===== src/rtl/core/ihl_pkg.sv =====
// Shared types, codes and helpers of the Intel HEX image loader.
// No dependencies.
package ihl_pkg;

  localparam logic [1:0] OP_FEED    = 2'd0;
  localparam logic [1:0] OP_READ    = 2'd1;
  localparam logic [1:0] OP_RESTART = 2'd2;

  localparam logic [7:0] CH_COLON = 8'h3A;
  localparam logic [7:0] CH_LF    = 8'h0A;
  localparam logic [7:0] CH_CR    = 8'h0D;

  localparam logic [7:0] KIND_DATA = 8'h00;
  localparam logic [7:0] KIND_EOF  = 8'h01;
  localparam logic [7:0] KIND_ULBA = 8'h04;

  localparam logic [9:0] MIN_LINE = 10'd11;
  localparam logic [9:0] POS_MAX  = 10'd1023;

  localparam int F_PREFIX = 0;
  localparam int F_HEADER = 1;
  localparam int F_DATA   = 2;
  localparam int F_CHECK  = 3;

  localparam logic [3:0] ST_RUN      = 4'd0;
  localparam logic [3:0] ST_OK       = 4'd1;
  localparam logic [3:0] ST_PREFIX   = 4'd2;
  localparam logic [3:0] ST_SHORT    = 4'd3;
  localparam logic [3:0] ST_HDR_HEX  = 4'd4;
  localparam logic [3:0] ST_TRUNC    = 4'd5;
  localparam logic [3:0] ST_DATA_HEX = 4'd6;
  localparam logic [3:0] ST_SUM_HEX  = 4'd7;
  localparam logic [3:0] ST_SUM_BAD  = 4'd8;
  localparam logic [3:0] ST_TOO_BIG  = 4'd9;
  localparam logic [3:0] ST_BAD_EXT  = 4'd10;

  typedef struct packed {
    logic load;
    logic exec;
    logic finish;
    logic copy;
    logic clear;
  } cmd_t;

  typedef struct packed {
    logic [1:0] op;
    logic       need_finish;
    logic       copy_start;
    logic       copy_done;
    logic       clear_done;
  } sts_t;

  function automatic logic [4:0] nibble_of(input logic [7:0] c);
    logic [4:0] n;
    if (c >= 8'h30 && c <= 8'h39) n = 5'(c - 8'h30);
    else if (c >= 8'h61 && c <= 8'h66) n = 5'(c - 8'h61) + 5'd10;
    else if (c >= 8'h41 && c <= 8'h46) n = 5'(c - 8'h41) + 5'd10;
    else n = 5'd16;
    return n;
  endfunction

endpackage


===== src/rtl/core/ihl_ctrl.sv =====
// Controller of the Intel HEX image loader: sequences accept, execute,
// record commit, image clear and result hand-off. Uses ihl_pkg.
module ihl_ctrl import ihl_pkg::*; (
  input  logic clk,
  input  logic rst,
  input  logic in_valid,
  output logic in_stall,
  output logic out_valid,
  input  logic out_stall,
  output cmd_t cmd,
  input  sts_t sts
);
  localparam logic [2:0] S_CLEAR  = 3'd0;
  localparam logic [2:0] S_IDLE   = 3'd1;
  localparam logic [2:0] S_EXEC   = 3'd2;
  localparam logic [2:0] S_FIN    = 3'd3;
  localparam logic [2:0] S_COPY   = 3'd4;
  localparam logic [2:0] S_RDWAIT = 3'd5;
  localparam logic [2:0] S_OUT    = 3'd6;

  logic [2:0] state, state_next;
  logic       reply, reply_next;

  always_comb begin
    state_next = state;
    reply_next = reply;
    case (state)
      S_CLEAR: if (sts.clear_done) state_next = reply ? S_OUT : S_IDLE;
      S_IDLE: if (in_valid) state_next = S_EXEC;
      S_EXEC: begin
        case (sts.op)
          OP_FEED: state_next = sts.need_finish ? S_FIN : S_OUT;
          OP_READ: state_next = S_RDWAIT;
          OP_RESTART: begin
            state_next = S_CLEAR;
            reply_next = 1'b1;
          end
          default: state_next = S_OUT;
        endcase
      end
      S_FIN: state_next = sts.copy_start ? S_COPY : S_OUT;
      S_COPY: if (sts.copy_done) state_next = S_OUT;
      S_RDWAIT: state_next = S_OUT;
      S_OUT: if (!out_stall) state_next = S_IDLE;
      default: state_next = S_CLEAR;
    endcase
  end

  always_ff @(posedge clk) begin
    if (rst) begin
      state <= S_CLEAR;
      reply <= 1'b0;
    end else begin
      state <= state_next;
      reply <= reply_next;
    end
  end

  assign in_stall   = (state != S_IDLE);
  assign out_valid  = (state == S_OUT);
  assign cmd.load   = (state == S_IDLE) && in_valid;
  assign cmd.exec   = (state == S_EXEC);
  assign cmd.finish = (state == S_FIN);
  assign cmd.copy   = (state == S_COPY);
  assign cmd.clear  = (state == S_CLEAR);
endmodule


===== config.mk =====
export PLATFORM = sky130hd
export DESIGN_NAME = ihl_ctrl
export DESIGN_NICKNAME = d
export VERILOG_FILES = /design/src/rtl/core/ihl_pkg.sv /design/src/rtl/core/ihl_ctrl.sv
export SDC_FILE = /design/constraint.sdc
export NUM_CORES = 1
export LEC_CHECK = 0
export BUFFER_PORTS_ARGS = -buffer_cell sky130_fd_sc_hd__buf_2
export CAP_MARGIN = 15
export CORE_AREA = 2 2 41 43
export CTS_CLUSTER_DIAMETER = 200
export DETAILED_ROUTE_END_ITERATION = 10
export DIE_AREA = 0 0 43 45
export HOLD_SLACK_MARGIN = 0.15
export PLACE_DENSITY = 0.64
export SYNTH_ARGS = -nofsm -noshare
export SYNTH_HDL_FRONTEND = slang
export SYNTH_SLANG_ARGS = --single-unit

===== constraint.sdc =====
create_clock -name clk -period 1.1 [get_ports clk]
set_input_delay 0.11 -clock clk [delete_from_list [all_inputs] [get_ports clk]]
set_output_delay 0.11 -clock clk [all_outputs]
set_load 0.05 [all_outputs]

; ---- Yosys cells after proc, flatten, opt, wreduce, memory -nomap -nowiden
; Index checks and enable logic that the tools add are counted.
[totals]
register_bits = 4
input_bits = 10
out_inout_bits = 7
elab_cells = 29
[op_classes]
n_eq_ne = 13
n_mux = 9
reduce_logical = 5
[ops]
columns = cell, n
row1 = $pmux 3 s7, 1
row2 = $mux 3, 6
row3 = $eq 3x3->1 const B, 3
row4 = $pmux 3 s3, 1
row5 = $eq 3x2->1 const B, 2
row6 = $ne 2x1->1 const B, 2
row7 = $ne 2x2->1 const B, 2
row8 = $reduce_and 4->1, 1
row9 = $eq 3x1->1 const B, 1
row10 = $logic_not 3->1, 1
row11 = $ne 3x1->1 const B, 1
row12 = $eq 2x1->1 const B, 1
row13 = $eq 2x2->1 const B, 1
row14 = $logic_not 2->1, 1
row15 = $mux 2, 1
row16 = $reduce_and 2->1, 1
row17 = $logic_and 1x1->1, 1

; ---- Longest topological paths before layout
; Gate-level depths: netlist of run 1.
[depth]
depth_word = 3
mapped_depth = 6
depth_no_buf = 6

; ---- Least setup slack after synthesis of run 1
; OpenSTA, ideal clock, no wires.
[synth_path]
path_type = flip-flop to output port
start = reg state[0]
end = out cmd[2] in the netlist's numbering
arrival_time_ps = 1623
required_ps = 990
path_slack_ps = -633
stages_incl_launch_ff = 4
path_buffers = 1
cell_sequence = dfxtp_1 buf_2 inv_2 nor3_1
[synth_lines]
columns = item, line
row1 = "start, declared", ihl_ctrl.sv:21  ; logic [2:0] state, state_next;
row2 = "start signal, assigned", ihl_ctrl.sv:54  ; state <= state_next;
row3 = "end, declared", ihl_ctrl.sv:10  ; output cmd_t cmd,

==> results of run 1 <==
[sequential cells by signal, indices dropped and copies added (netlist names)]
| signal | cells |
|---|---|
| reply | 1 |
| state | 3 |
[power by group through the flow]
stage	sequential, mW	combinational [mW]	clock, mW
2_1_floorplan	0.218	1.07	0
3_3_place_gp	0.246	1.37	0
3_5_place_dp	0.247	1.38	0
4_1_cts	0.260	1.90	0.186
5_1_grt	0.372	1.91	0.214
6_report	0.360	1.82	0.189
[Yosys cell counts]
cell type | n | area share
inv_2 | 1 | 0.0089
buf_6 | 3 | 0.080
nor4b_2 | 1 | 0.036
o22ai_1 | 1 | 0.015
ha_1 | 3 | 0.089
nor3_2 | 1 | 0.024
o32ai_1 | 2 | 0.042
o211ai_2 | 1 | 0.030
nand2b_1 | 1 | 0.015
a21oi_1 | 5 | 0.060
inv_1 | 4 | 0.036
nor2_4 | 1 | 0.027
o31ai_1 | 1 | 0.018
o32ai_2 | 1 | 0.039
mux2i_1 | 1 | 0.024
nand3b_1 | 1 | 0.018
nand3_1 | 1 | 0.012
and3_1 | 1 | 0.015
nand4b_1 | 1 | 0.021
nand2_2 | 1 | 0.015
o21ai_0 | 1 | 0.012
o21a_1 | 1 | 0.018
dfxtp_1 | 4 | 0.19
a31oi_1 | 1 | 0.015
nand2_1 | 2 | 0.018
nor3_1 | 4 | 0.048
nor2_1 | 5 | 0.045
buf_2 | 1 | 0.012
o221ai_1 | 1 | 0.021
[metrics by stage]
stage	util	TNS [ns]	hold slack (ns)	setup slack, ns
2_1_floorplan	-	-0.267	0.182	-0.160
3_3_place_gp	0.434	-0.246	0.365	-0.0700
3_5_place_dp	0.434	-0.317	0.366	-0.0885
4_1_cts	0.592	-1.17	0.157	-0.152
5_1_grt	0.594	-1.47	0.158	-0.180
6_report	0.594	-0.995	0.151	-0.139
[how the worst min path moves through the flow]
stage,startpoint,end,depth (start not counted)
2_1_floorplan,rst,reply,1
3_3_place_gp,rst,reply,2
3_5_place_dp,rst,reply,2
4_1_cts,rst,state[2],2
5_1_grt,rst,state[2],2
6_report,rst,state[2],2
[routing by layer]
metal,vias to the layer above,GRT usage
li1,266,-
met1,251,0.156
met2,18,0.273
met3,5,0.0680
met4,0,0.0970
met5,-,0
[cell families after synthesis]
group                    count (synthesis)
flip-flops                               4
adder cells (fa/ha/maj)                  3
AND/OR/NAND/NOR                         20
buffers and inverters                    9
multiplexers                             1
AO/OA/AOI/OAI                           15
[critical path, cell delays in order, from the launching register on]
cell and delay, ns:
dfxtp_4 0.37, buf_4 0.15, nor3_4 0.19, buf_6 0.18
[area by class of cell]
cell class,count,area (sq um)
clock buffers,3,22.5
fillers,120,598
inverters,5,28.8
multi-input cells,39,378
flip-flops and latches,4,91.3
well taps,16,20.0
repair buffers,37,333
[what timing repair did]
item / 4_1_cts / 5_1_grt
setup buffers: 10 / 1
hold buffers: 2 / 0
pin swaps: 10 / 3
gates resized for setup: 30 / 9
endpoints found under the hold margin: 2 / 0
setup endpoints to repair: 10 / 10
==> impl_metrics.toml, run 1 <==
[timing]
rsz0062_at_grt = "true"
relSlewSlack = 0.822
fin_crit_sh = 1.13
finalHoldViolations = 0
worstMarginPinSlew_ns = 0.264
layout_setup_ws_ns = -0.139
slew_violations = 0
fmax_mhz = 807
min_period_ns = 1.24
fin_skew_ns = 0.00542
finalSetupViolations = 10

[setup_path]
worstSetupEndpoint = "cmd[3]"
path_max_fanout = 6
crit_type = "reg -> out"
critPathRequiredTime_ns = 0.99
end_kind = "primary output"
crit_path_start_kind = "flip-flop"
arrival_ns = 1.13
timing.rr.end = "state[1]"
reg2reg_slack_ns = -0.10
r2r_start = "state[2]"
startpoint = "state[0]"
rr_worst_depth = 5

[power_and_ir_drop]
p_switching_mw = 1.13
totalPowerFinal_mw = 2.37
seqPwrFrac = 0.152
vdd_drop_max_mv = 1.04
combinationalPowerShare = 0.768
p_int_mw = 1.24
clkPwrFrac = 0.080
p_per_area_mw_per_mm2 = 2710
p_leak_nw = 0.368
p_sw_frac = 0.476

[drt]
vias = 540
routedWlPerCell_microns = 13.2
routed.top_layer = "met4"
dr.pass1.iters = 3
wl_microns = 1370
drt-initial-drc-count = 10
met1_length_microns = 541
routed-wl-met2_microns = 718
antenna_left = 0
met3WireLength_microns = 68
vias_per_cell = 5.19
drc_errors = 0

[logic_synthesis]
synth.area.mux_share = 0.0238
synth_warnings = 0
syn_avg_cell_area_sq_um = 8.08
synth_top_family_by_area = "simple AND/OR/NAND/NOR gates"
synth_xor_area_frac = 0
syn_inst = 52
synth_cell_types = 29
synth_fa_ha_area_frac = 0.0893
synth_area_sq_um = 420
synthSimpleGateAreaFrac = 0.292
syn-num-nets = 65
ys_seq_area_frac = 0.190
synth-seq-cells = 4
synth_compound_area_frac = 0.268

[floorplanning]
die-height_microns = 45
die_area_sq_mm = 0.00194
num_rows = 14
start_util = 0.286
die_w_microns = 43
pin_count = 17
core_area_sq_mm = 0.00147

[clock_tree]
cts_root_buffer = "clkbuf_4"
cts_buffers = 3
cts_max_level = 1
clk_pin_slew_ns = 0.04
clock_latency_ns = 0.24
cts.sinks = 4
max-clock-path-buffers = 2
cts_tree = "yes"

[run_status]
failed_checks = "negative setup slack"
status = "complete, but fails checks"

[place]
dp.cells = 90
numPortBuffers = 16
gp_congestion = 0.745
place_area_sq_um = 638

[layout]
layout_commonest_cell = "buf_4"
area_growth_pct = 108
layout-drive-gt1-share = 0.670
final_cell_mix = "12 x buf_4, 10 x buf_6, 9 x buf_2"
nets = 103
final_area_sq_um = 873
diodes = 0
fin_cells = 104

[global_route]
antenna_found_initial = 0
grt_pass1_wl_microns = 2210
grt_overflow = 0
grt_start_max_net_pins = 9
grt_pass1_vias = 533
grt_usage = 0.157

[min_path]
hold_class = "in -> reg"

[flow_run]
cap_violations = 0
Note: power is estimated with default switching activity, not from simulation.
==> run 2, diff against run 1 <==
Settings changed: PLACE_DENSITY 0.64 to 0.62.
Clock period 1.1 ns to 1.5 ns, I/O delays scaled along.
==> run 2 against run 1 <==
The flow now finishes without violations. Sequential power fell by 49%. Global-route usage fell by 4.3 points. Worst hold slack improved by 0.011 ns. Sequential cell count did not move. Routed wire length fell by 26%. Critical path type unchanged.
==> impl_metrics.toml, run 2 (same netlist as run 1, synthesis figures left out) <==
[run_status]
status = "finished clean"

[clock_tree]
cts_root_buffer = "clkbuf_4"
cts_buffers = 3
cts.sinks = 4
cts_tree = "yes"
cts_setup_buffers = 0
clk_pin_slew_ns = 0.04
clock_latency_ns = 0.24
max-clock-path-buffers = 2
cts_max_level = 1

[layout]
seq_area_sq_um = 81.3
nets = 86
layout-drive-gt1-share = 0.451
layout_commonest_cell = "buf_2"
final_cell_mix = "16 x buf_2, 5 x nor2_1, 5 x a21oi_1"
largest-register = "state"
diodes = 0
utilization = 0.372
largest_reg_flops = 3
area_growth_pct = 30.4
fillers = 157
top_regs = "state: 3 flops, reply: 1 flops"
multi_input_area_sq_um = 293

[global_route]
grt_overflow = 0
grt_pass1_vias = 412
grt_pass1_wl_microns = 1610
grt_usage = 0.114
grt_start_max_net_pins = 13
antenna_found_initial = 0

[power_and_ir_drop]
p_leak_nw = 0.240
clkPwrFrac = 0.130
combinationalPowerShare = 0.700
p_int_uw = 487
p_switching_uw = 600
p_per_area_mw_per_mm2 = 1980
seqPwrFrac = 0.170
p_sw_frac = 0.552
vdd_drop_max_mv = 0.573

[timing]
fin_skew_ns = 0.000145
finalSetupViolations = 0
slew_violations = 0
relSlewSlack = 0.839
rsz0062_at_grt = "false"
worstMarginPinSlew_ns = 0.241
finalHoldViolations = 0
fin_setup_tns_ns = 0
fin_crit_sh = 0.927
fmax_mhz = 719
min_period_ns = 1.39

[floorplanning]
die_w_microns = 43
pin_count = 17
num_rows = 14
core_area_sq_mm = 0.00147
start_util = 0.286
die_area_sq_mm = 0.00194
die-height_microns = 45

[drt]
routedWlPerCell_microns = 11.6
vias = 444
vias_per_cell = 5.10
drc_errors = 0
drt-initial-drc-count = 3
antenna_left = 0
dr.pass1.iters = 2
wl_microns = 1010

[setup_path]
path_max_fanout = 12
critPathRequiredTime_ns = 1.35
crit_type = "reg -> out"
crit_path_start_kind = "flip-flop"
arrival_ns = 1.24
end_kind = "primary output"

[place]
dp_hpwl_microns = 768
numPortBuffers = 16
gp_congestion = 0.739

[flow_run]
cap_violations = 0

[min_path]
hold_class = "in -> reg"
==> run 2: cell types whose count changed in the layout (fill, tap and decap cells not counted), moves of 3 or more <==
cell	before	now
buf_6	10	0
dfxtp_4	3	0
buf_4	12	3
buf_2	9	16
buf_8	3	0
nor3_4	3	0
==> run 2: cell type report <==
cell class	count	area share
Inverter	5	0.0342
Sequential cell	4	0.148
Multi-Input combinational cell	39	0.534
Timing Repair Buffer	20	0.205
Clock buffer	3	0.0411
Tap cell	16	0.0365
==> run 2: power groups by stage <==
stage | logic (mW) | registers, mW | clock network, mW
floorplan | 0.675 | 0.158 | 0
global placement | 0.760 | 0.182 | 0
detailed placement | 0.762 | 0.182 | 0
CTS | 0.767 | 0.183 | 0.148
global route | 0.815 | 0.191 | 0.157
finish | 0.761 | 0.185 | 0.142
==> run 2: critical path: stages, from the launching register on <==
cell     delay, ns
dfxtp_1       0.30
buf_4         0.18
nor2_4        0.12
and3_1        0.15
buf_2         0.25
==> run 2: metrics by stage <==
| step | total power [mW] | cell area [sq um] | setup slack (ns) | hold slack, ns | instances |
|---|---|---|---|---|---|
| 2_1_floorplan | 0.833 | 430 | 0.00844 | 0.222 | 52 |
| 3_3_place_gp | 0.942 | 514 | 0.277 | 0.405 | 83 |
| 3_5_place_dp | 0.943 | 514 | 0.259 | 0.402 | 83 |
| 4_1_cts | 1.10 | 548 | 0.104 | 0.151 | 87 |
| 5_1_grt | 1.16 | 548 | 0.0534 | 0.161 | 87 |
| 6_report | 1.09 | 548 | 0.110 | 0.162 | 87 |
==> run 2: what timing repair did <==
| item | in CTS | in global routing |
|---|---|---|
| endpoints found under the hold margin | 1 | 0 |
| endpoints found under the setup margin | 1 | 0 |
| resized for setup | 1 | 0 |
| hold buffers | 1 | 0 |
==> run 2: worst paths after layout <==
kind | slack [ns] | start | end | cells past startpoint
worst min-delay path | 0.16 | rst | reply | 2
worst min register to register | 0.57 | reply | reply | 2
worst max register to register | 0.29 | state[1] | state[1] | 5
worst max-delay path | 0.11 | state[1] | cmd[4] | 4
==> run 2: per-layer routing <==
| metal | track usage | vias up | wire [microns] |
|---|---|---|---|
| met1 | 0.130 | 198 | 478 |
| met3 | 0.0280 | 2 | 38 |
| met4 | 0.103 | 0 | 14 |
| li1 | - | 232 | - |
| met2 | 0.176 | 12 | 476 |
| met5 | 0 | - | 0 |
